## config.mk

```make
export PLATFORM = sky130hd
export DESIGN_NAME = imu_motion_classifier_unit
export DESIGN_NICKNAME = d
export VERILOG_FILES = /design/src/design/imc_pkg.sv /design/src/design/imc_div.sv /design/src/design/imu_motion_classifier_unit.sv
export SDC_FILE = /design/constraint.sdc
export NUM_CORES = 2
export LEC_CHECK = 0
export BUFFER_PORTS_ARGS = -buffer_cell sky130_fd_sc_hd__buf_2
export CAP_MARGIN = 20
export CORE_ASPECT_RATIO = 0.7
export CORE_MARGIN = 2
export CORE_UTILIZATION = 55
export CTS_BUF_LIST = sky130_fd_sc_hd__clkbuf_16
export DETAILED_ROUTE_END_ITERATION = 7
export PLACE_DENSITY = 0.78
export SYNTH_ARGS = -nofsm -noshare
export SYNTH_HDL_FRONTEND = slang
export SYNTH_SLANG_ARGS = --single-unit
```

## constraint.sdc

```tcl
create_clock -name clk_i -period 17.9 [get_ports clk_i]
set_input_delay 3.58 -clock clk_i [delete_from_list [all_inputs] [get_ports clk_i]]
set_output_delay 3.58 -clock clk_i [all_outputs]
set_load 0.02 [all_outputs]
```

## src/design/imc_pkg.sv

```systemverilog
package imc_pkg;

  // default build values
  localparam int DefCalSamples = 100;
  localparam int DefFracBits   = 8;

  // configuration register indexes
  typedef enum logic [2:0] {
    REG_GYRO_RANGE  = 3'd0,
    REG_ACCEL_RANGE = 3'd1,
    REG_ROTATE_THR  = 3'd2,
    REG_STILL_THR   = 3'd3,
    REG_GRAV_TOL    = 3'd4,
    REG_TILT_TOL    = 3'd5,
    REG_AXIS_THR    = 3'd6
  } cfg_reg_e;

  // motion classes
  typedef enum logic [2:0] {
    CLS_STILL    = 3'd0,
    CLS_TILTED   = 3'd1,
    CLS_ROTATING = 3'd2,
    CLS_MOVE_X   = 3'd3,
    CLS_MOVE_Y   = 3'd4,
    CLS_MOVING   = 3'd5,
    CLS_CALIB    = 3'd6
  } motion_class_e;

  // led colours
  typedef enum logic [2:0] {
    LED_OFF     = 3'd0,
    LED_RED     = 3'd1,
    LED_GREEN   = 3'd2,
    LED_YELLOW  = 3'd3,
    LED_BLUE    = 3'd4,
    LED_MAGENTA = 3'd5,
    LED_WHITE   = 3'd7
  } led_color_e;

  localparam int RegW = 19;

  // accel full scale in m/s^2, truncated
  function automatic logic [7:0] accel_full_scale(input logic [1:0] sel);
    logic [7:0] r;
    case (sel)
      2'd0: r = 8'd19;
      2'd1: r = 8'd39;
      2'd2: r = 8'd78;
      default: r = 8'd156;
    endcase
    return r;
  endfunction

  // gyro lsb per deg/s, times ten
  function automatic logic [10:0] gyro_div(input logic [1:0] sel);
    logic [10:0] r;
    case (sel)
      2'd0: r = 11'd1310;
      2'd1: r = 11'd655;
      2'd2: r = 11'd328;
      default: r = 11'd164;
    endcase
    return r;
  endfunction

  function automatic led_color_e color_of(input motion_class_e c);
    led_color_e r;
    case (c)
      CLS_STILL:    r = LED_OFF;
      CLS_TILTED:   r = LED_RED;
      CLS_ROTATING: r = LED_BLUE;
      CLS_MOVE_X:   r = LED_YELLOW;
      CLS_MOVE_Y:   r = LED_MAGENTA;
      CLS_MOVING:   r = LED_GREEN;
      default:      r = LED_WHITE;
    endcase
    return r;
  endfunction

endpackage

```

## src/design/imc_div.sv

```systemverilog
module imc_div #(
  parameter int NUMW = 45,
  parameter int DENW = 24,
  parameter int QW   = 21
) (
  input  logic                   clk_i,
  input  logic                   rst_ni,
  input  logic                   start_i,
  input  logic signed [NUMW-1:0] num_i,
  input  logic        [DENW-1:0] den_i,
  output logic                   done_o,
  output logic signed [QW:0]     quot_o
);

  localparam int RW   = (NUMW > DENW + QW) ? NUMW : DENW + QW;
  localparam int CNTW = $clog2(QW + 1);

  logic            busy_q, done_q, neg_q;
  logic [CNTW-1:0] cnt_q;
  logic [RW-1:0]   rem_q, ds_q;
  logic [QW-1:0]   q_q;
  logic [NUMW-1:0] num_mag;
  logic            ge;
  logic [QW:0]     q_ext;

  // magnitude of the dividend and the trial compare
  always_comb begin
    num_mag = num_i[NUMW-1] ? NUMW'(-num_i) : NUMW'(num_i);
    ge      = rem_q >= ds_q;
  end

  // control, one quotient bit per cycle
  always_ff @(posedge clk_i or negedge rst_ni) begin
    if (!rst_ni) begin
      busy_q <= 1'b0;
      done_q <= 1'b0;
      cnt_q  <= '0;
    end else begin
      done_q <= 1'b0;
      if (start_i) begin
        busy_q <= 1'b1;
        cnt_q  <= CNTW'(QW);
      end else if (busy_q) begin
        cnt_q <= cnt_q - 1'b1;
        if (cnt_q == CNTW'(1)) begin
          busy_q <= 1'b0;
          done_q <= 1'b1;
        end
      end
    end
  end

  // restoring division datapath
  always_ff @(posedge clk_i) begin
    if (start_i) begin
      neg_q <= num_i[NUMW-1];
      rem_q <= RW'(num_mag);
      ds_q  <= RW'(den_i) << (QW - 1);
      q_q   <= '0;
    end else if (busy_q) begin
      if (ge) rem_q <= rem_q - ds_q;
      ds_q <= ds_q >> 1;
      q_q  <= {q_q[QW-2:0], ge};
    end
  end

  // floor for negative dividends
  always_comb begin
    q_ext  = {1'b0, q_q};
    quot_o = neg_q ? $signed(-(q_ext + (QW+1)'(|rem_q))) : $signed(q_ext);
  end

  assign done_o = done_q;

endmodule

```

## src/design/imu_motion_classifier_unit.sv

```systemverilog
// channel   dir  fields (lowest bit up)
// s_axis    in   accel_x_raw, accel_y_raw, accel_z_raw, gyro_x_raw, gyro_y_raw, gyro_z_raw
// m_axis    out  led_color, motion_class
// cfg       in   register index, write data (19 bits)
//
// a calibration sample goes from idle straight to emit. a classified sample runs offset
// removal, scaling and a division per axis, squaring and classification, then emits only
// if it gives a result; the shared serial divider yields one quotient bit per cycle per axis.
// rst_ni clears the calibration sums and the previous class and loads the register defaults.
// a stalled m_axis holds the finished result; the next sample is still taken.
module imu_motion_classifier_unit #(
  parameter int CAL_SAMPLES = imc_pkg::DefCalSamples,
  parameter int FRAC_BITS   = imc_pkg::DefFracBits
) (
  input  logic        clk_i,
  input  logic        rst_ni,
  input  logic        s_axis_tvalid,
  output logic        s_axis_tready,
  input  logic [95:0] s_axis_tdata,   // accel x, y, z, gyro x, y, z raw
  output logic        m_axis_tvalid,
  input  logic        m_axis_tready,
  output logic [7:0]  m_axis_tdata,   // led_color, motion_class, zero pad
  input  logic        cfg_valid_i,
  output logic        cfg_ready_o,
  input  logic [2:0]  cfg_index_i,
  input  logic [18:0] cfg_data_i
);

  localparam int NW    = $clog2(CAL_SAMPLES + 1);
  localparam int SW    = 17 + NW;
  localparam int VW    = 18 + NW;
  localparam int KW    = 8 + FRAC_BITS;
  localparam int PW    = VW + KW + 1;
  localparam int NUMW  = PW + 2;
  localparam int DENW  = NW + 17;
  localparam int QW    = 13 + FRAC_BITS;
  localparam int VALW  = QW + 1;
  localparam int OPW   = (VALW + 1 > 21) ? VALW + 1 : 21;
  localparam int PRODW = 2 * OPW;
  localparam int SQW   = PRODW + 2;
  localparam int CMPW  = (VALW > imc_pkg::RegW) ? VALW : imc_pkg::RegW;
  localparam int GRAV  = (196 * (1 << FRAC_BITS) + 10) / 20;

  typedef enum logic [7:0] {
    S_IDLE  = 8'b0000_0001,
    S_OFFS  = 8'b0000_0010,
    S_SCALE = 8'b0000_0100,
    S_START = 8'b0000_1000,
    S_DIV   = 8'b0001_0000,
    S_SQ    = 8'b0010_0000,
    S_CLS   = 8'b0100_0000,
    S_EMIT  = 8'b1000_0000
  } state_e;

  state_e state_q, state_d;

  // configuration registers
  logic [1:0]              gyro_sel_q, accel_sel_q;
  logic [imc_pkg::RegW-1:0] rot_thr_q, still_thr_q, grav_tol_q, tilt_tol_q, axis_thr_q;

  logic [NW-1:0]           cal_q;
  logic signed [SW-1:0]    sums_q [6];
  imc_pkg::motion_class_e  prev_q, pend_cls_q, cls;
  logic signed [15:0]      raw_q [6];
  logic signed [15:0]      in_raw [6];
  logic [2:0]              axis_q, sq_cnt_q;
  logic signed [VW-1:0]    v_q, v_d;
  logic signed [NUMW-1:0]  num_q;
  logic [DENW-1:0]         den_q, nd;
  logic [KW-1:0]           k;
  logic signed [PW-1:0]    prod;
  logic signed [VALW-1:0]  val_q [6];
  logic signed [VALW-1:0]  div_quot;
  logic                    div_done;
  logic signed [OPW-1:0]   azg_q, hi_q, lo_q, op;
  logic signed [PRODW-1:0] sqr;
  logic [SQW-1:0]          sq_acc_q, hi2_q, lo2_q, sq_mag;
  logic [CMPW-1:0]         gmag [3];
  logic [CMPW-1:0]         amag [3];
  logic                    accept, calibrating, rotating, near, still, tilted;
  logic                    out_free;

  assign accept        = s_axis_tvalid & s_axis_tready;
  assign s_axis_tready = (state_q == S_IDLE);
  assign cfg_ready_o   = 1'b1;
  assign calibrating   = (cal_q < NW'(CAL_SAMPLES));
  assign out_free      = !m_axis_tvalid || m_axis_tready;

  always_comb begin
    for (int i = 0; i < 6; i++) in_raw[i] = $signed(s_axis_tdata[16*i +: 16]);
  end

  // register writes
  always_ff @(posedge clk_i or negedge rst_ni) begin
    if (!rst_ni) begin
      gyro_sel_q  <= '0;
      accel_sel_q <= '0;
      rot_thr_q   <= imc_pkg::RegW'(17920);
      still_thr_q <= imc_pkg::RegW'(1280);
      grav_tol_q  <= imc_pkg::RegW'(128);
      tilt_tol_q  <= imc_pkg::RegW'(26);
      axis_thr_q  <= imc_pkg::RegW'(256);
    end else if (cfg_valid_i) begin
      case (imc_pkg::cfg_reg_e'(cfg_index_i))
        imc_pkg::REG_GYRO_RANGE:  gyro_sel_q  <= cfg_data_i[1:0];
        imc_pkg::REG_ACCEL_RANGE: accel_sel_q <= cfg_data_i[1:0];
        imc_pkg::REG_ROTATE_THR:  rot_thr_q   <= cfg_data_i;
        imc_pkg::REG_STILL_THR:   still_thr_q <= cfg_data_i;
        imc_pkg::REG_GRAV_TOL:    grav_tol_q  <= cfg_data_i;
        imc_pkg::REG_TILT_TOL:    tilt_tol_q  <= cfg_data_i;
        imc_pkg::REG_AXIS_THR:    axis_thr_q  <= cfg_data_i;
        default: ;
      endcase
    end
  end

  // offset removal and scale factors
  always_comb begin
    v_d = VW'(raw_q[axis_q]) * $signed(VW'(CAL_SAMPLES)) - VW'(sums_q[axis_q]);
    if (axis_q >= 3'd3) begin
      k  = KW'(10) << FRAC_BITS;
      nd = DENW'(CAL_SAMPLES) * DENW'(imc_pkg::gyro_div(gyro_sel_q));
    end else begin
      k  = KW'(imc_pkg::accel_full_scale(accel_sel_q)) << FRAC_BITS;
      nd = DENW'(CAL_SAMPLES) << 15;
    end
    prod = v_q * $signed({1'b0, k});
  end

  imc_div #(
    .NUMW(NUMW),
    .DENW(DENW),
    .QW  (QW)
  ) u_div (
    .clk_i  (clk_i),
    .rst_ni (rst_ni),
    .start_i(state_q == S_START),
    .num_i  (num_q),
    .den_i  (den_q),
    .done_o (div_done),
    .quot_o (div_quot)
  );

  // squaring operand select
  always_comb begin
    case (sq_cnt_q)
      3'd0: op = OPW'(val_q[0]);
      3'd1: op = OPW'(val_q[1]);
      3'd2: op = azg_q;
      3'd3: op = hi_q;
      default: op = lo_q;
    endcase
    sqr    = op * op;
    sq_mag = SQW'(unsigned'(sqr));
  end

  // classification
  always_comb begin
    for (int i = 0; i < 3; i++) begin
      gmag[i] = val_q[3+i][VALW-1] ? CMPW'(unsigned'(VALW'(-val_q[3+i])))
                                   : CMPW'(unsigned'(val_q[3+i]));
      amag[i] = val_q[i][VALW-1] ? CMPW'(unsigned'(VALW'(-val_q[i])))
                                 : CMPW'(unsigned'(val_q[i]));
    end
    rotating = (gmag[0] > CMPW'(rot_thr_q)) || (gmag[1] > CMPW'(rot_thr_q)) ||
               (gmag[2] > CMPW'(rot_thr_q));
    still    = (gmag[0] < CMPW'(still_thr_q)) && (gmag[1] < CMPW'(still_thr_q)) &&
               (gmag[2] < CMPW'(still_thr_q));
    near     = (sq_acc_q < hi2_q) && (lo_q[OPW-1] || (sq_acc_q > lo2_q));
    tilted   = amag[2] > CMPW'(tilt_tol_q);
    if (rotating) cls = imc_pkg::CLS_ROTATING;
    else if (near && still) cls = tilted ? imc_pkg::CLS_TILTED : imc_pkg::CLS_STILL;
    else if (amag[0] > CMPW'(axis_thr_q) && amag[1] < CMPW'(axis_thr_q))
      cls = imc_pkg::CLS_MOVE_X;
    else if (amag[1] > CMPW'(axis_thr_q) && amag[0] < CMPW'(axis_thr_q))
      cls = imc_pkg::CLS_MOVE_Y;
    else cls = imc_pkg::CLS_MOVING;
  end

  // sequencer
  always_comb begin
    state_d = state_q;
    case (state_q)
      S_IDLE:  if (accept) state_d = calibrating ? S_EMIT : S_OFFS;
      S_OFFS:  state_d = S_SCALE;
      S_SCALE: state_d = S_START;
      S_START: state_d = S_DIV;
      S_DIV:   if (div_done) state_d = (axis_q == 3'd5) ? S_SQ : S_OFFS;
      S_SQ:    if (sq_cnt_q == 3'd4) state_d = S_CLS;
      S_CLS:   state_d = (cls == prev_q) ? S_EMIT : S_IDLE;
      S_EMIT:  if (out_free) state_d = S_IDLE;
      default: state_d = S_IDLE;
    endcase
  end

  // control state
  always_ff @(posedge clk_i or negedge rst_ni) begin
    if (!rst_ni) begin
      state_q  <= S_IDLE;
      cal_q    <= '0;
      prev_q   <= imc_pkg::CLS_STILL;
      axis_q   <= '0;
      sq_cnt_q <= '0;
      for (int i = 0; i < 6; i++) sums_q[i] <= '0;
    end else begin
      state_q <= state_d;
      if (state_q == S_IDLE && accept) begin
        axis_q <= '0;
        if (calibrating) begin
          cal_q <= cal_q + 1'b1;
          for (int i = 0; i < 6; i++) sums_q[i] <= sums_q[i] + SW'(in_raw[i]);
        end
      end
      if (state_q == S_DIV && div_done) begin
        axis_q   <= axis_q + 1'b1;
        sq_cnt_q <= '0;
      end
      if (state_q == S_SQ) sq_cnt_q <= sq_cnt_q + 1'b1;
      if (state_q == S_CLS) prev_q <= cls;
    end
  end

  // datapath
  always_ff @(posedge clk_i) begin
    if (state_q == S_IDLE && accept) begin
      for (int i = 0; i < 6; i++) raw_q[i] <= in_raw[i];
      pend_cls_q <= imc_pkg::CLS_CALIB;
    end
    if (state_q == S_OFFS) v_q <= v_d;
    if (state_q == S_SCALE) begin
      num_q <= (NUMW'(prod) <<< 1) + $signed(NUMW'(nd));
      den_q <= nd << 1;
    end
    if (state_q == S_DIV && div_done) begin
      val_q[axis_q] <= div_quot;
      azg_q <= OPW'(val_q[2]) + OPW'(GRAV);
      hi_q  <= OPW'(GRAV) + OPW'(grav_tol_q);
      lo_q  <= OPW'(GRAV) - OPW'(grav_tol_q);
    end
    if (state_q == S_SQ) begin
      case (sq_cnt_q)
        3'd0: sq_acc_q <= sq_mag;
        3'd1, 3'd2: sq_acc_q <= sq_acc_q + sq_mag;
        3'd3: hi2_q <= sq_mag;
        default: lo2_q <= sq_mag;
      endcase
    end
    if (state_q == S_CLS) pend_cls_q <= cls;
  end

  // result register
  always_ff @(posedge clk_i or negedge rst_ni) begin
    if (!rst_ni) begin
      m_axis_tvalid <= 1'b0;
    end else if (state_q == S_EMIT && out_free) begin
      m_axis_tvalid <= 1'b1;
    end else if (m_axis_tready) begin
      m_axis_tvalid <= 1'b0;
    end
  end

  always_ff @(posedge clk_i) begin
    if (state_q == S_EMIT && out_free) begin
      m_axis_tdata <= {2'b00, pend_cls_q, imc_pkg::color_of(pend_cls_q)};
    end
  end

  // checks
  a_cal_bound: assert property (@(posedge clk_i) disable iff (!rst_ni)
    cal_q <= NW'(CAL_SAMPLES))
    else $error("calibration count beyond sample count");

  a_div_owner: assert property (@(posedge clk_i) disable iff (!rst_ni)
    div_done |-> state_q == S_DIV)
    else $error("divider finished outside the divide phase");

  a_cal_result: assert property (@(posedge clk_i) disable iff (!rst_ni)
    (state_q == S_IDLE && accept && calibrating) |=>
      (pend_cls_q == imc_pkg::CLS_CALIB && state_q == S_EMIT))
    else $error("calibration sample without calibrating result");

endmodule
```

[After elaboration in Yosys (flattened, before gate mapping)]
Memory sizes are Yosys's and may differ from the RTL's.
Cells that the tools add are included.
Widths: inputs -> output; s select.
Storage, ports and cells
  register bits after elaboration: 696
  RAM bits: 228
  input port bits: 123
  output and inout port bits: 11
  word-level logic and storage cells: 226
  memories: 2
Memory list
  val_q: words 6, width 22, read ports 6, clocked after memory_dff 0, wr ports 1, line imu_motion_classifier_unit.sv:72  | logic signed [VALW-1:0] val_q [6];
  raw_q: words 6, width 16, read ports 1, clocked after memory_dff 0, wr ports 6, line imu_motion_classifier_unit.sv:64  | logic signed [15:0] raw_q [6];
Cells by class
  add/sub/neg operators: 26
  multipliers: 4
  order comparisons: 17
  eq/ne operators: 34
  multiplexer cells: 57
  bitwise operators: 3
  reduce and logical (&&, ||, !) cells: 43
Operators by type and width (count)
  $mux 44: 6
  $mux 22: 8
  $neg 22->22: 7
  $add 24x16->24: 6
  $gt 22x19->1: 6
  $lt 22x19->1: 5
  $pmux 48 s2: 1
  $pmux 23 s4: 1
  $bmux 24 s3: 1
  $pmux 8 s8: 1
  $add 48x46->48: 1
  $gt 48x46->1: 1
  $lt 48x46->1: 1
  $mux 24: 2
  $mux 8: 6
  $mul 23x23->46: 1
  $ge 45x44->1: 1
  $reduce_or 45->1: 1
  $sub 45x44->45: 1
  $add 43x23->44: 1
  $neg 44->44: 1
  $mul 25x17->42: 1
  $pmux 11 s3: 1
  $mux 3: 9
  50 further kinds: 114

[Logic depth before layout (Yosys ltp)]
An unclocked memory read counts as a cell.
  depth in word-level cells: 12
  gate-level depth with buffers: 52
  depth with buffers taken out: 48

[By module]
A second synthesis with hierarchy kept.
Second synthesis, totals
  cell total of the unflattened synthesis: 8958
  area total of the unflattened synthesis: 85988.7 sq um
By module, submodules not included
  imu_motion_classifier_unit: times used 1, cells an instance 7743, area an instance 75954.1 sq um, seq. area each 22125.0 sq um
  imc_div: times used 1, cells an instance 1215, area an instance 10034.6 sq um, seq. area each 3088.0 sq um

[Worst setup path before layout]
OpenSTA, ideal clock, no wires.
  path kind: flip-flop to flip-flop
  from: register sq_cnt_q[0]
  to: register sq_acc_q[39], data pin
  library setup time: 0.260 ns
  data arrival time: 10.869 ns
  data required time: 17.640 ns
  setup slack: 6.771 ns
  stages on the path, launching flop included: 51
  buffers on the path: 5
  period minus slack after synthesis: 11.129 ns
  path through: dfrtp_1 > inv_1 > ha_1 > nor2b_1 > clkbuf_1 > or2_2 > clkbuf_1 > nor2_1 > nand2_1 > clkbuf_1 > buf_1 > a31o_2 > inv_1 > clkbuf_1 > nand2_1 > fa_1 > inv_1 > fa_1 > (+15 left out) > o21ai_0 > a21o_1 > a211oi_1 > o21ai_0 > o211ai_1 > xnor2_1 > ha_1 > a21o_1 > a21o_1 > a21oi_1 > nand2b_1 > o21a_1 > a31oi_1 > and2_1 > o41ai_1 > o21ai_0 > xnor2_1 > mux2_2
Between the ends
  word-level cells in the longest chain between the ends: 5
  elaborated cells between the ends (all ways): 9
  those cells by class: add/sub: 1; mul: 1; eq/ne: 3; mux: 2; reduce/logical: 2
Ends and longest elaborated chain
  from (decl): line imu_motion_classifier_unit.sv:66  | logic [2:0] axis_q, sq_cnt_q;
  from (signal assigned): line imu_motion_classifier_unit.sv:218  | if (state_q == S_SQ) sq_cnt_q <= sq_cnt_q + 1'b1;
  $eq 3x2->1 (tied with other cells): line imu_motion_classifier_unit.sv:146  | case (sq_cnt_q)
  $pmux 23 s4 (*): line imu_motion_classifier_unit.sv:146
  $mul 23x23->46 (*): line imu_motion_classifier_unit.sv:153  | sqr = op * op;
  via sqr[26]: line imu_motion_classifier_unit.sv:76  | logic signed [PRODW-1:0] sqr;
  $add 48x46->48 (*): line imu_motion_classifier_unit.sv:243  | 3'd1, 3'd2: sq_acc_q <= sq_acc_q + sq_mag;
  $pmux 48 s2 (*): line imu_motion_classifier_unit.sv:241  | case (sq_cnt_q)
  to (signal assigned): line imu_motion_classifier_unit.sv:242  | 3'd0: sq_acc_q <= sq_mag;
  to (signal assigned): line imu_motion_classifier_unit.sv:243
  to (decl): line imu_motion_classifier_unit.sv:77  | logic [SQW-1:0] sq_acc_q, hi2_q, lo2_q, sq_mag;
Mark *: on every way through the listed nets, which the timed path passes. The rest lies on a longest branch.
A chain may end at the register's enable or synchronous reset.

[Worst setup path in the final report]
Ends and elaborated chain as after synthesis.

==> reports/results.txt <==
GP Congestion = 0.9984
yosys warns = 0
cell repeated most along the worst path = inv_1
total track usage = 30.54%
Clock Skews = 0.05155 ns
LEAKAGE = 41.71 nW
Ports = 134
Slew Viols, Final = 0
most frequent cells in the layout = 1316 x inv_1, 875 x ha_1, 801 x nand2_1, 703 x fa_1, 581 x edfxtp_1
Hold Crit Class = register to register
final-report setup violation count = 0
Seq cells post-synth = 898
Clk Latency, worst-skew pair = 0.76 ns
Worst slew margin = 25.59%
Main synth FF type = edfxtp_1
Post-Syn Instances = 8688
CP arrival = 13.56 ns
grt ovf = 0
CTS Hold Bufs = 0
CTS Buffer Depth = 3
status = finished, final reports clean
final layout net count = 10460
Worst Path Class, Setup = register to register
# clock sinks = 898
Die W = 472.7 um
sequential fraction of the synthesis area = 29.77%
CTS HTree Levels = 3
Setup Total Neg Slack = 0 ns
Tmin final = 13.09 ns
final std cells w/o fill = 10850
dpl cells = 10670
startpoint types = register
CTS root buffer = clkbuf_16
final WL = 239500 um
per-cell routed wire length = 22.07 um
EDFF count, synth = 581
CTS resizes = 0
DR vias/cell = 5.991
DR DRC count = 0
largest net degree at the start of global routing = 114
initial antenna violation count = 15
first-pass GRT wire length = 373800 um
Required @ worst endpoint = 18.37 ns
Core ar. = 152800 um2
TritonCTS clock tree = built
crit path capture type = register
unrepaired setup endpoints after global routing = false
Routed Antenna Nets = 0
number of cell rows = 120
number of detailed-route iterations in the first pass = 6
number of global-route vias before repair = 63750
Vias = 65020
clock slew at reported path FFs = 0.07 ns
hpwl dp = 189600 um
die area = 157000 um2
CP delay by family, top = adder cells
Initial Util = 55.34%
Synth cell types = 102
Die Height = 332.1 um
post-synthesis area per instance = 9.736 um2
Tcrit/Tclk final = 73.10%
CP Buf/Inv Count = 11
max-cap violations = 0
share of cells above drive strength 1 = 6.575%
commonest non-fill, non-tap cell in the layout = inv_1
r2r setup slk = 4.81 ns
Post-CTS Setup Repair Bufs = 0
Max rail drop VDD = 0.2507 mV
CP max stage delay = 0.66 ns
starting DRC count in detailed routing = 7151
CP max stage cell = clkinv_1
final hold violations = 0
PD cells = 140.5 nW/um2
synthesis-to-finish area growth = 7.490%
synthesized area = 84580 um2
CTS Buf Count = 94
worst-path fanout max = 45
Slew @ Worst Pin = 1.116 ns
share of flip-flops with an asynchronous set or reset = 30.62%
Max Fclk = 76.42 MHz
count of buffers from port buffering = 130
metrics by stage:
| stage | utilization, % | total power [mW] | hold WS (ns) | setup slack (ns) | area (um2) |
|---|---|---|---|---|---|
| finish | 59.48 | 12.77 | 0.4746 | 4.815 | 90920 |
| global route | 59.48 | 13.91 | 0.4972 | 4.128 | 90920 |
| CTS | 59.40 | 12.71 | 0.4757 | 5.031 | 90790 |
| detailed placement | 57.31 | 10.57 | 0.4670 | 5.234 | 87590 |
| global placement | 57.30 | 10.29 | 0.4578 | 5.347 | 87580 |
| floorplan | - | 8.953 | 0.4410 | 6.771 | 84590 |
sequential cells by signal, indices dropped and copies added (netlist names), 23 cells and up:
name and count:
sums_q 144, val_q 132, raw_q 96, sq_acc_q 48
hi2_q 45, lo2_q 45, u_div.rem_q 45, u_div.ds_q 43
num_q 41, v_q 25, azg_q 23
final timing paths:
path | from | endpoint | cells past startpoint
max | sq_cnt_q[0] | sq_acc_q[39] | 48
min | sums_q[23] | sums_q[23] | 1
min reg2reg | sums_q[23] | sums_q[23] | 1
max reg2reg | sq_cnt_q[0] | sq_acc_q[39] | 48
max in group asynchronous | rst_ni | sums_q[17] | 3
min in group asynchronous | rst_ni | grav_tol_q[4] | 1
synth_stat cells, types with 12 or more instances:
library cell	instances	area, um2
and4_1	21	183.9
nand4_1	58	362.9
o21ai_0	470	2352
nand2b_1	73	456.7
a31o_2	18	157.7
buf_1	25	93.84
nor2_1	535	2008
nor4_1	39	244.0
and3_1	126	788.3
o21bai_1	44	330.3
a31oi_1	53	331.6
nand3_1	121	605.6
o22ai_1	12	75.07
ha_1	875	10950
o211ai_1	58	435.4
nor3_1	113	565.5
xnor2_1	373	3267
mux4_2	18	405.4
dfrtp_1	264	6606
a211o_1	18	157.7
o41ai_1	33	289.0
nor3b_1	16	120.1
o21a_1	74	555.5
o31ai_1	71	533.0
a21oi_1	374	1872
dfxtp_1	42	840.8
a21boi_0	15	112.6
mux2i_1	114	1141
nor2b_1	92	575.6
or4_1	28	210.2
mux2_2	89	1002
and2_1	56	350.3
edfxtp_1	581	17450
or2_2	16	100.1
a211oi_1	47	352.8
inv_1	1298	4872
clkbuf_1	220	825.8
nand2_1	802	3010
a22oi_1	43	322.8
a21o_1	213	1599
or3_1	47	294.0
nand3b_1	16	120.1
fa_1	703	14070
xor2_1	184	1612
power breakdown:
part,internal [mW],switching [mW],total [mW]
Sequential,2.76,0.227,2.99
Clock,1.14,0.923,2.06
Combinational,3.27,4.45,7.72
cells by family after synthesis:
logic type	share of synthesized area (%)
and+or+nand+nor	12.30
AOI/OAI and AO/OA	12.61
adders and majority gates	29.58
buffers and inverters	6.929
DFF	29.77
xor gates and xnor gates	5.768
muxes	3.031
other	0.008879
routing by layer:
layer  wire length [um]  global-route usage [%]  part of all wire [%]  up-vias
met2              98130                   43.51                    41     3034
li1                   -                       -                     -    29750
met4               6221                   6.913                   2.6       12
met1             108100                   46.81                    45    31870
met5                 75                       0                 0.031        -
met3              26990                   7.276                    11      359
area by class of cell:
class,count,area [um2]
antenna,3,7.507
clock buffer,98,2452
clock inverter,78,740.7
fill,12660,61930
inverter,1305,4902
multi-input combinational,6236,53690
sequential,898,25190
tap,2013,2519
timing repair buffer,222,1414
Note: power is estimated with default switching activity, not from simulation.
